**src/mse_pkg.sv**
```systemverilog
// ----------------------------------------------------------------------------
// mse_pkg
// Shared types, sizes and helper functions for the MIPS-subset execute unit.
// ----------------------------------------------------------------------------
package mse_pkg;

  // Datapath and field sizes
  localparam int XLEN    = 32;
  localparam int NREGS   = 32;
  localparam int REG_AW  = $clog2(NREGS);
  localparam int OP_W    = 4;
  localparam int TGT_W   = 10;
  localparam int BADDR_W = 12;
  localparam int HALF_W  = 16;

  // Store depths; both are powers of two so address wrap is a truncation
  localparam int DMEM_DEPTH = 1024;
  localparam int DMEM_AW    = $clog2(DMEM_DEPTH);
  localparam int IMEM_DEPTH = 1024;
  localparam int IMEM_AW    = $clog2(IMEM_DEPTH);

  // Decoded operation codes; the two unused codes execute as nop
  typedef enum logic [OP_W-1:0] {
    OP_NOP  = 4'd0,
    OP_LI   = 4'd1,
    OP_MOVE = 4'd2,
    OP_J    = 4'd3,
    OP_ADD  = 4'd4,
    OP_AND  = 4'd5,
    OP_SLT  = 4'd6,
    OP_ADDI = 4'd7,
    OP_ORI  = 4'd8,
    OP_LUI  = 4'd9,
    OP_LW   = 4'd10,
    OP_SW   = 4'd11,
    OP_BEQ  = 4'd12,
    OP_BNE  = 4'd13
  } op_t;

  // Execute stage outcome handed from the ALU to the pipeline control
  typedef struct packed {
    logic [XLEN-1:0]    result;
    logic               wr_en;
    logic               is_load;
    logic               is_store;
    logic               is_br;
    logic               taken;
    logic [DMEM_AW-1:0] mem_addr;
  } exec_t;

  // Sign-extend the low half word
  function automatic logic [XLEN-1:0] sext16(input logic [XLEN-1:0] v);
    return {{(XLEN-HALF_W){v[HALF_W-1]}}, v[HALF_W-1:0]};
  endfunction

  // Zero-extend the low half word
  function automatic logic [XLEN-1:0] zext16(input logic [XLEN-1:0] v);
    return {{(XLEN-HALF_W){1'b0}}, v[HALF_W-1:0]};
  endfunction

endpackage

```
**src/mse_alu.sv**
```systemverilog
// ----------------------------------------------------------------------------
// mse_alu
// Execute stage logic: register result, load/store address and branch
// decision for one decoded instruction.
// ----------------------------------------------------------------------------
module mse_alu (
  input  mse_pkg::op_t               op,
  input  logic [mse_pkg::REG_AW-1:0] rd,
  input  logic [mse_pkg::XLEN-1:0]   ra,
  input  logic [mse_pkg::XLEN-1:0]   rb,
  input  logic [mse_pkg::XLEN-1:0]   imm,
  output mse_pkg::exec_t             ex
);
  import mse_pkg::*;

  logic [XLEN-1:0] addr_sum;
  logic            wr;

  // Base plus sign-extended offset; the low bits select the word
  assign addr_sum = ra + sext16(imm);

  // Decode and compute
  always_comb begin
    ex          = '0;
    wr          = 1'b0;
    ex.mem_addr = addr_sum[DMEM_AW-1:0];
    case (op)
      OP_LI: begin
        ex.result = imm;
        wr        = 1'b1;
      end
      OP_MOVE: begin
        ex.result = ra;
        wr        = 1'b1;
      end
      OP_J: begin
        ex.is_br = 1'b1;
        ex.taken = 1'b1;
      end
      OP_ADD: begin
        ex.result = ra + rb;
        wr        = 1'b1;
      end
      OP_AND: begin
        ex.result = ra & rb;
        wr        = 1'b1;
      end
      OP_SLT: begin
        ex.result = {{(XLEN-1){1'b0}}, $signed(ra) < $signed(rb)};
        wr        = 1'b1;
      end
      OP_ADDI: begin
        ex.result = ra + sext16(imm);
        wr        = 1'b1;
      end
      OP_ORI: begin
        ex.result = ra | zext16(imm);
        wr        = 1'b1;
      end
      OP_LUI: begin
        ex.result = {imm[HALF_W-1:0], {(XLEN-HALF_W){1'b0}}};
        wr        = 1'b1;
      end
      OP_LW: begin
        ex.is_load = 1'b1;
        wr         = 1'b1;
      end
      OP_SW: begin
        ex.is_store = 1'b1;
      end
      OP_BEQ: begin
        ex.is_br = 1'b1;
        ex.taken = (rb == ra);
      end
      OP_BNE: begin
        ex.is_br = 1'b1;
        ex.taken = (rb != ra);
      end
      default: begin
      end
    endcase
    // Drop writes to register zero
    ex.wr_en = wr && (rd != '0);
  end

endmodule

```
**config.mk**
```make
export PLATFORM = sky130hd
export DESIGN_NAME = mse_alu
export DESIGN_NICKNAME = d
export VERILOG_FILES = /design/src/mse_pkg.sv /design/src/mse_alu.sv
export SDC_FILE = /design/constraint.sdc
export NUM_CORES = 1
export LEC_CHECK = 0
export BUFFER_PORTS_ARGS = -buffer_cell sky130_fd_sc_hd__buf_2
export CAP_MARGIN = 15
export CORE_MARGIN = 2
export CORE_UTILIZATION = 30
export DETAILED_ROUTE_END_ITERATION = 16
export PLACE_DENSITY = 0.64
export SETUP_SLACK_MARGIN = 0.05
export SYNTH_ARGS = -nofsm -noshare
export SYNTH_HDL_FRONTEND = slang
export SYNTH_SLANG_ARGS = --single-unit
```
**constraint.sdc**
```tcl
create_clock -name vclk -period 2.4
set_input_delay 0.12 -clock vclk [all_inputs]
set_output_delay 0.12 -clock vclk [all_outputs]
set_load 0.005 [all_outputs]
```
==> results of run 1 <==
==> Yosys cell counts, types with 5 or more instances <==
library cell / instances
sky130_fd_sc_hd__nand4_1: 9
sky130_fd_sc_hd__a222oi_1: 15
sky130_fd_sc_hd__a211oi_1: 5
sky130_fd_sc_hd__and3_1: 5
sky130_fd_sc_hd__a22oi_1: 6
sky130_fd_sc_hd__a221oi_1: 9
sky130_fd_sc_hd__a21o_1: 19
sky130_fd_sc_hd__nor2_1: 64
sky130_fd_sc_hd__o31ai_1: 6
sky130_fd_sc_hd__nand3_1: 12
sky130_fd_sc_hd__buf_6: 5
sky130_fd_sc_hd__xor2_1: 18
sky130_fd_sc_hd__nor4_1: 6
sky130_fd_sc_hd__o211ai_1: 11
sky130_fd_sc_hd__nor3b_1: 5
sky130_fd_sc_hd__a21oi_1: 74
sky130_fd_sc_hd__ha_1: 111
sky130_fd_sc_hd__or2_2: 5
sky130_fd_sc_hd__clkbuf_1: 20
sky130_fd_sc_hd__or3_1: 7
sky130_fd_sc_hd__o21ai_0: 55
sky130_fd_sc_hd__nor3_1: 21
sky130_fd_sc_hd__nand2_1: 66
sky130_fd_sc_hd__xnor2_1: 35
sky130_fd_sc_hd__nand3b_1: 7
sky130_fd_sc_hd__a31oi_1: 5
sky130_fd_sc_hd__o21a_1: 5
sky130_fd_sc_hd__o21bai_1: 10
sky130_fd_sc_hd__nand2b_1: 22
sky130_fd_sc_hd__nor2b_1: 14
sky130_fd_sc_hd__a221o_1: 9
sky130_fd_sc_hd__inv_1: 94
sky130_fd_sc_hd__o2111ai_1: 11
==> layer usage <==
| metal | track usage | up-vias | share of wire |
|---|---|---|---|
| li1 | - | 3861 | - |
| met1 | 0.331 | 3783 | 0.42 |
| met2 | 0.424 | 337 | 0.46 |
| met3 | 0.0272 | 57 | 0.079 |
| met4 | 0.0776 | 0 | 0.036 |
| met5 | 0 | - | 0 |
==> report_power, final <==
part	internal, mW	switching [mW]	total, mW
Clock	0.0000000560	0	0.0000000560
Sequential	0	0	0
Combinational	1.30	1.29	2.59
Total	1.30	1.29	2.59
==> repair_timing <==
action,4_1_cts,5_1_grt
pin swaps,66,77
buffers inserted,17,19
endpoints found under the setup margin,26,26
cloned,0,0
gates resized for setup,158,122
hold buffers,0,0
==> worst max path at each step <==
stage             end    from  slack, ns
2_1_floorplan  ex[45]   ra[0]       0.04
3_3_place_gp   ex[37]   ra[0]      -0.55
3_5_place_dp   ex[45]   ra[0]      -0.56
4_1_cts        ex[45]   ra[0]      -0.41
5_1_grt        ex[41]  ra[13]      -0.54
6_report       ex[45]  ra[17]      -0.45
==> worst max-delay path: stages <==
cell                        delay (ns)
sky130_fd_sc_hd__buf_2            0.15
sky130_fd_sc_hd__ha_1             0.35
sky130_fd_sc_hd__nand2b_1         0.16
sky130_fd_sc_hd__a21oi_1          0.23
sky130_fd_sc_hd__nor3_1           0.11
sky130_fd_sc_hd__a2bb2oi_1        0.36
sky130_fd_sc_hd__nand3b_1         0.23
sky130_fd_sc_hd__o211ai_1         0.22
sky130_fd_sc_hd__buf_4            0.16
sky130_fd_sc_hd__a311oi_2         0.10
sky130_fd_sc_hd__xnor2_1          0.15
sky130_fd_sc_hd__a211o_1          0.27
sky130_fd_sc_hd__buf_2            0.13
==> kinds of logic after synthesis <==
group / after synthesis
buf+inv: 127
simple gates: 253
fa+ha+maj: 113
xor+xnor: 53
compound gates: 292
mux: 4
==> final cells by class <==
type                       instances  area, um2
fill                            1753       8670
multi-input combinational        715       6450
timing repair buffer             421       3020
inverter                          94        365
tap                              260        325
antenna                            1       2.50
==> stage by stage <==
stage          utilization  hold WS (ns)  setup WS, ns  instances  setup TNS, ns
5_1_grt              0.540         0.621        -0.544       1490          -7.32
3_5_place_dp         0.455         0.591        -0.562       1465          -7.43
2_1_floorplan            -         0.325        0.0422        842              0
4_1_cts              0.504         0.589        -0.410       1480          -4.34
6_report             0.540         0.594        -0.454       1491          -5.85
3_3_place_gp         0.455         0.580        -0.553       1465          -7.25
==> results.cfg, run 1 <==
[run_status]
failed_checks = negative setup slack
run_status = finished, violations left

[timing]
finalCritPeriodShare = 1.19
relSlewSlack = 0.211
timing.final.setup_violations = 21
finalHoldViolCount = 0
grt_setup_unrepaired = true
worstMarginPinSlew_ns = 1.18
maxSlewViolCount = 0
fmax_mhz = 350
final.setup.worst_slack_ns = -0.454
period_minus_slack_ns = 2.85

[final_layout]
finish.net_count = 1450
seq_cells = 0
clockBufferCount = 0
layout_commonest_cell = sky130_fd_sc_hd__buf_4
final_cell_mix = sky130_fd_sc_hd__buf_4, sky130_fd_sc_hd__buf_2, sky130_fd_sc_hd__inv_1
sequential_cell_area_um2 = 0
finalInstanceArea_mm2 = 0.0102
layout-drive-gt1-share = 0.493
area_growth_syn_to_layout_pct = 75.0

[route]
drt_first_iter_violations = 781
avgViaCountPerCell = 5.39
drt_wl_total_um = 27500
route.detailed.wl_per_inst_um = 18.5
detailedRoute.firstPassIterationCount = 8
antenna_left = 0
post-route-drc-count = 0
total_vias_in_the_final_route = 8038

[critical_path]
critPathRequiredTime_ns = 2.28
worstSetupPathType = in -> out
worstSetupEndpointType = output port
timing.critical_path.fanout_max = 4
worst-endpoint-arrival_ns = 2.73
setup.worst_path.start_class = input port

[global_route]
antenna_violations_before_repair = 0
grt_pass1_vias = 7855
grt-ovfl-total = 0
grt_usage = 0.250
grt_pass1_wl_um = 40700
grt_max_degree = 17

[synth]
yosys-mux-area-fraction = 0.00689
combinational_family_with_the_most_area_after_synthesis = compound AO/OA/AOI/OAI gates
warning_count_from_the_yosys_run = 0
synth-simple-area-share = 0.215
seq_area_frac_synth = 0
synthAdderAreaFrac = 0.246
synthCells = 842
yosys.area.top_type = sky130_fd_sc_hd__ha_1
synthesis.nets = 1060
post_synth_top_area_share = 0.239
synth_top_cells_by_area = sky130_fd_sc_hd__ha_1, sky130_fd_sc_hd__a21oi_1, sky130_fd_sc_hd__inv_1, sky130_fd_sc_hd__xnor2_1, sky130_fd_sc_hd__o21ai_0
synth.lib_cells_used.distinct = 78
synth_area_per_cell_um2 = 6.90
post_synth_xor_area_fraction = 0.0799
synth-compound-area-share = 0.355
syn_area_mm2 = 0.00581

[flow_run]
maxCapViolCount = 0

[pwr]
power.leakage_nw = 4.84
power_density_mw_per_mm2 = 255
worst_ir_drop_on_vdd_mv = 0.0675
totalPowerFinal_mw = 2.59

[floorplan]
num_io_pins = 152
die_h_um = 143
placementRows = 50
dieArea_mm2 = 0.0205
core_region_area_mm2 = 0.0188
chipWidth_um = 143
starting_density = 0.309

[place]
placement.io_buffers = 152
placed_area_mm2 = 0.00857
dp_hpwl_um = 21700
gp_congestion = 0.960

[hold_path]
whs_path_depth = 4
hold_path.class = in -> out
hold_end = ex[34]
hold_start = imm[19]
(Power assumes the default switching activity.)
==> run 2, diff against run 1 <==
ABC_AREA = 1   (was unset)
PLACE_DENSITY = 0.63   (was 0.64)
==> results.cfg, run 2 <==
[clock_network]
cts_hold_buffers = 0
number_of_setup_buffers_added_after_cts = 0

[route]
total_vias_in_the_final_route = 9298
drt_wl_total_um = 30100
detailedRoute.firstPassIterationCount = 5
post-route-drc-count = 0
avgViaCountPerCell = 5.02
drt_first_iter_violations = 718
route.detailed.wl_per_inst_um = 16.3
antenna_left = 0

[synth]
seq_area_frac_synth = 0
post_synth_top_area_share = 0.229
synth_area_per_cell_um2 = 5.20
synth.most_common_cell = sky130_fd_sc_hd__nand2_1
warning_count_from_the_yosys_run = 0
synth_top_cells_by_area = sky130_fd_sc_hd__nand2_1, sky130_fd_sc_hd__ha_1, sky130_fd_sc_hd__inv_1, sky130_fd_sc_hd__nand3_1, sky130_fd_sc_hd__nor2_1
synthCells = 1373
synthesis.nets = 1591
syn_area_mm2 = 0.00713
synth_commonest_cells = sky130_fd_sc_hd__nand2_1, sky130_fd_sc_hd__inv_1, sky130_fd_sc_hd__nand3_1, sky130_fd_sc_hd__ha_1, sky130_fd_sc_hd__nor2_1
synth.lib_cells_used.distinct = 43
yosys.area.top_type = sky130_fd_sc_hd__nand2_1

[place]
placement.io_buffers = 152
dp_hpwl_um = 26600
gp_congestion = 0.989

[final_layout]
layout-drive-gt1-share = 0.145
area_growth_syn_to_layout_pct = 17.2
finish.net_count = 1748
layout_commonest_cell = sky130_fd_sc_hd__nand2_1
sequential_cell_area_um2 = 0
seq_cells = 0
clockBufferCount = 0
final_cell_mix = sky130_fd_sc_hd__nand2_1, sky130_fd_sc_hd__inv_1, sky130_fd_sc_hd__buf_2

[floorplan]
die_h_um = 158
starting_density = 0.305
num_io_pins = 152
placementRows = 56
chipWidth_um = 158
core_region_area_mm2 = 0.0234
dieArea_mm2 = 0.0250

[pwr]
share_comb_of_total_power = 1.000
part_of_the_power_in_registers = 0
sw_frac_of_total = 0.651
power.clock.fraction = 0
internal_power_mw = 0.624
power.leakage_nw = 5.14
worst_ir_drop_on_vdd_mv = 0.0572
power_density_mw_per_mm2 = 214
net-switching-power_mw = 1.16

[critical_path]
worst-endpoint-arrival_ns = 2.13
worstSetupEndpointType = output port
critical-path-max-stage-delay_ns = 0.39
timing.critical_path.slowest_stage_cell = sky130_fd_sc_hd__ha_1
setup.worst_path.start_class = input port
timing.critical_path.cells = buf_2 -> inv_1 -> ha_1 -> a21oi_1 -> nand2_1 -> nand2_1 -> nand2_2 -> nand2_1 -> nand2_1 -> o21ai_0 -> nand3_1 -> buf_2
worst_path_dominant_cell_family = simple AND/OR/NAND/NOR gates
critical_path.n_buffers_inverters = 3
worstSetupPathType = in -> out
timing.critical_path.fanout_max = 5
critPathMostFrequentCell = sky130_fd_sc_hd__nand2_1
critPathRequiredTime_ns = 2.28
worstSetupStartpoint = ra[2]

[global_route]
antenna_violations_before_repair = 4
grt_pass1_vias = 8610
grt_pass1_wl_um = 45200
grt_usage = 0.234
grt_max_degree = 22
grt-ovfl-total = 0

[timing]
relSlewSlack = 0.677
maxSlewViolCount = 0
fmax_mhz = 444
period_minus_slack_ns = 2.25
finalSetupTns_ns = 0
whs_ns = 0.560
worstMarginPinSlew_ns = 0.478
finalCritPeriodShare = 0.938
timing.final.setup_violations = 0
finalHoldViolCount = 0
grt_setup_unrepaired = true

[flow_run]
maxCapViolCount = 0

[run_status]
run_status = completed

[hold_path]
hold_start = imm[30]
hold_path.class = in -> out
[run 2: cell count changes in the layout (fill, tap and decap cells not counted), sizes merged, moves of 22 or more]
cell,delta
buf,-252
nand2,+380
nand3,+109
o22ai,+26
xnor2,-34
nand2b,-22
o21ai,-28
nor2,+54
inv,+229
[run 2: final cells by class]
type                            instances  area, um2
Antenna cell                            4       10.0
Fill cell                            2713      15000
Inverter                              323       1210
Multi-Input combinational cell       1036       5840
Tap cell                              319        399
Timing Repair Buffer                  169        901
[run 2: path summary, 6_finish.rpt]
path	end	slack, ns	cells after the start
max	ex[28]	0.15	12
min	ex[45]	0.56	4
[run 2: cells by family (layout without fill, tap and decap cells)]
family                     Yosys count  in the layout  synth area share
and+or+nand+nor                    741            741             0.440
adders and majority gates          113            113             0.200
AOI/OAI and AO/OA                  171            171             0.158
xor gates and xnor gates            11             11            0.0135
other                                0              4                 0
buffers and inverters              337            492             0.188
[run 2: repair_timing]
item / CTS / global route
hold endpoints to repair: 0 / 0
endpoints found under the setup margin: 0 / 9
resized for setup: 0 / 12
[run 2: metrics by stage]
stage | total power, mW | area, um2 | std cells | setup WS, ns | util
5_1_grt | 2.00 | 8360 | 1851 | 0.0129 | 0.357
3_5_place_dp | 1.74 | 8310 | 1847 | 0.179 | 0.355
4_1_cts | 1.75 | 8310 | 1847 | 0.175 | 0.355
6_report | 1.79 | 8360 | 1851 | 0.148 | 0.357
3_3_place_gp | 1.72 | 8310 | 1847 | 0.207 | 0.355
2_1_floorplan | 1.11 | 7130 | 1373 | 0.790 | -
[run 2: routing by layer]
layer | track usage | routed length (um)
met2 | 0.404 | 14200
met5 | 0 | 0
met4 | 0.106 | 1490
met1 | 0.299 | 12500
met3 | 0.0131 | 1910
[run 2: power groups by stage]
| stage | Clock, mW | Sequential [mW] | Combinational (mW) |
|---|---|---|---|
| after floorplan | 0 | 0 | 1.11 |
| after global placement | 0 | 0 | 1.72 |
| after detailed placement | 0 | 0 | 1.74 |
| after CTS | 0 | 0 | 1.75 |
| after global routing | 0.000000223 | 0 | 2.00 |
| final | 0.000000223 | 0 | 1.79 |
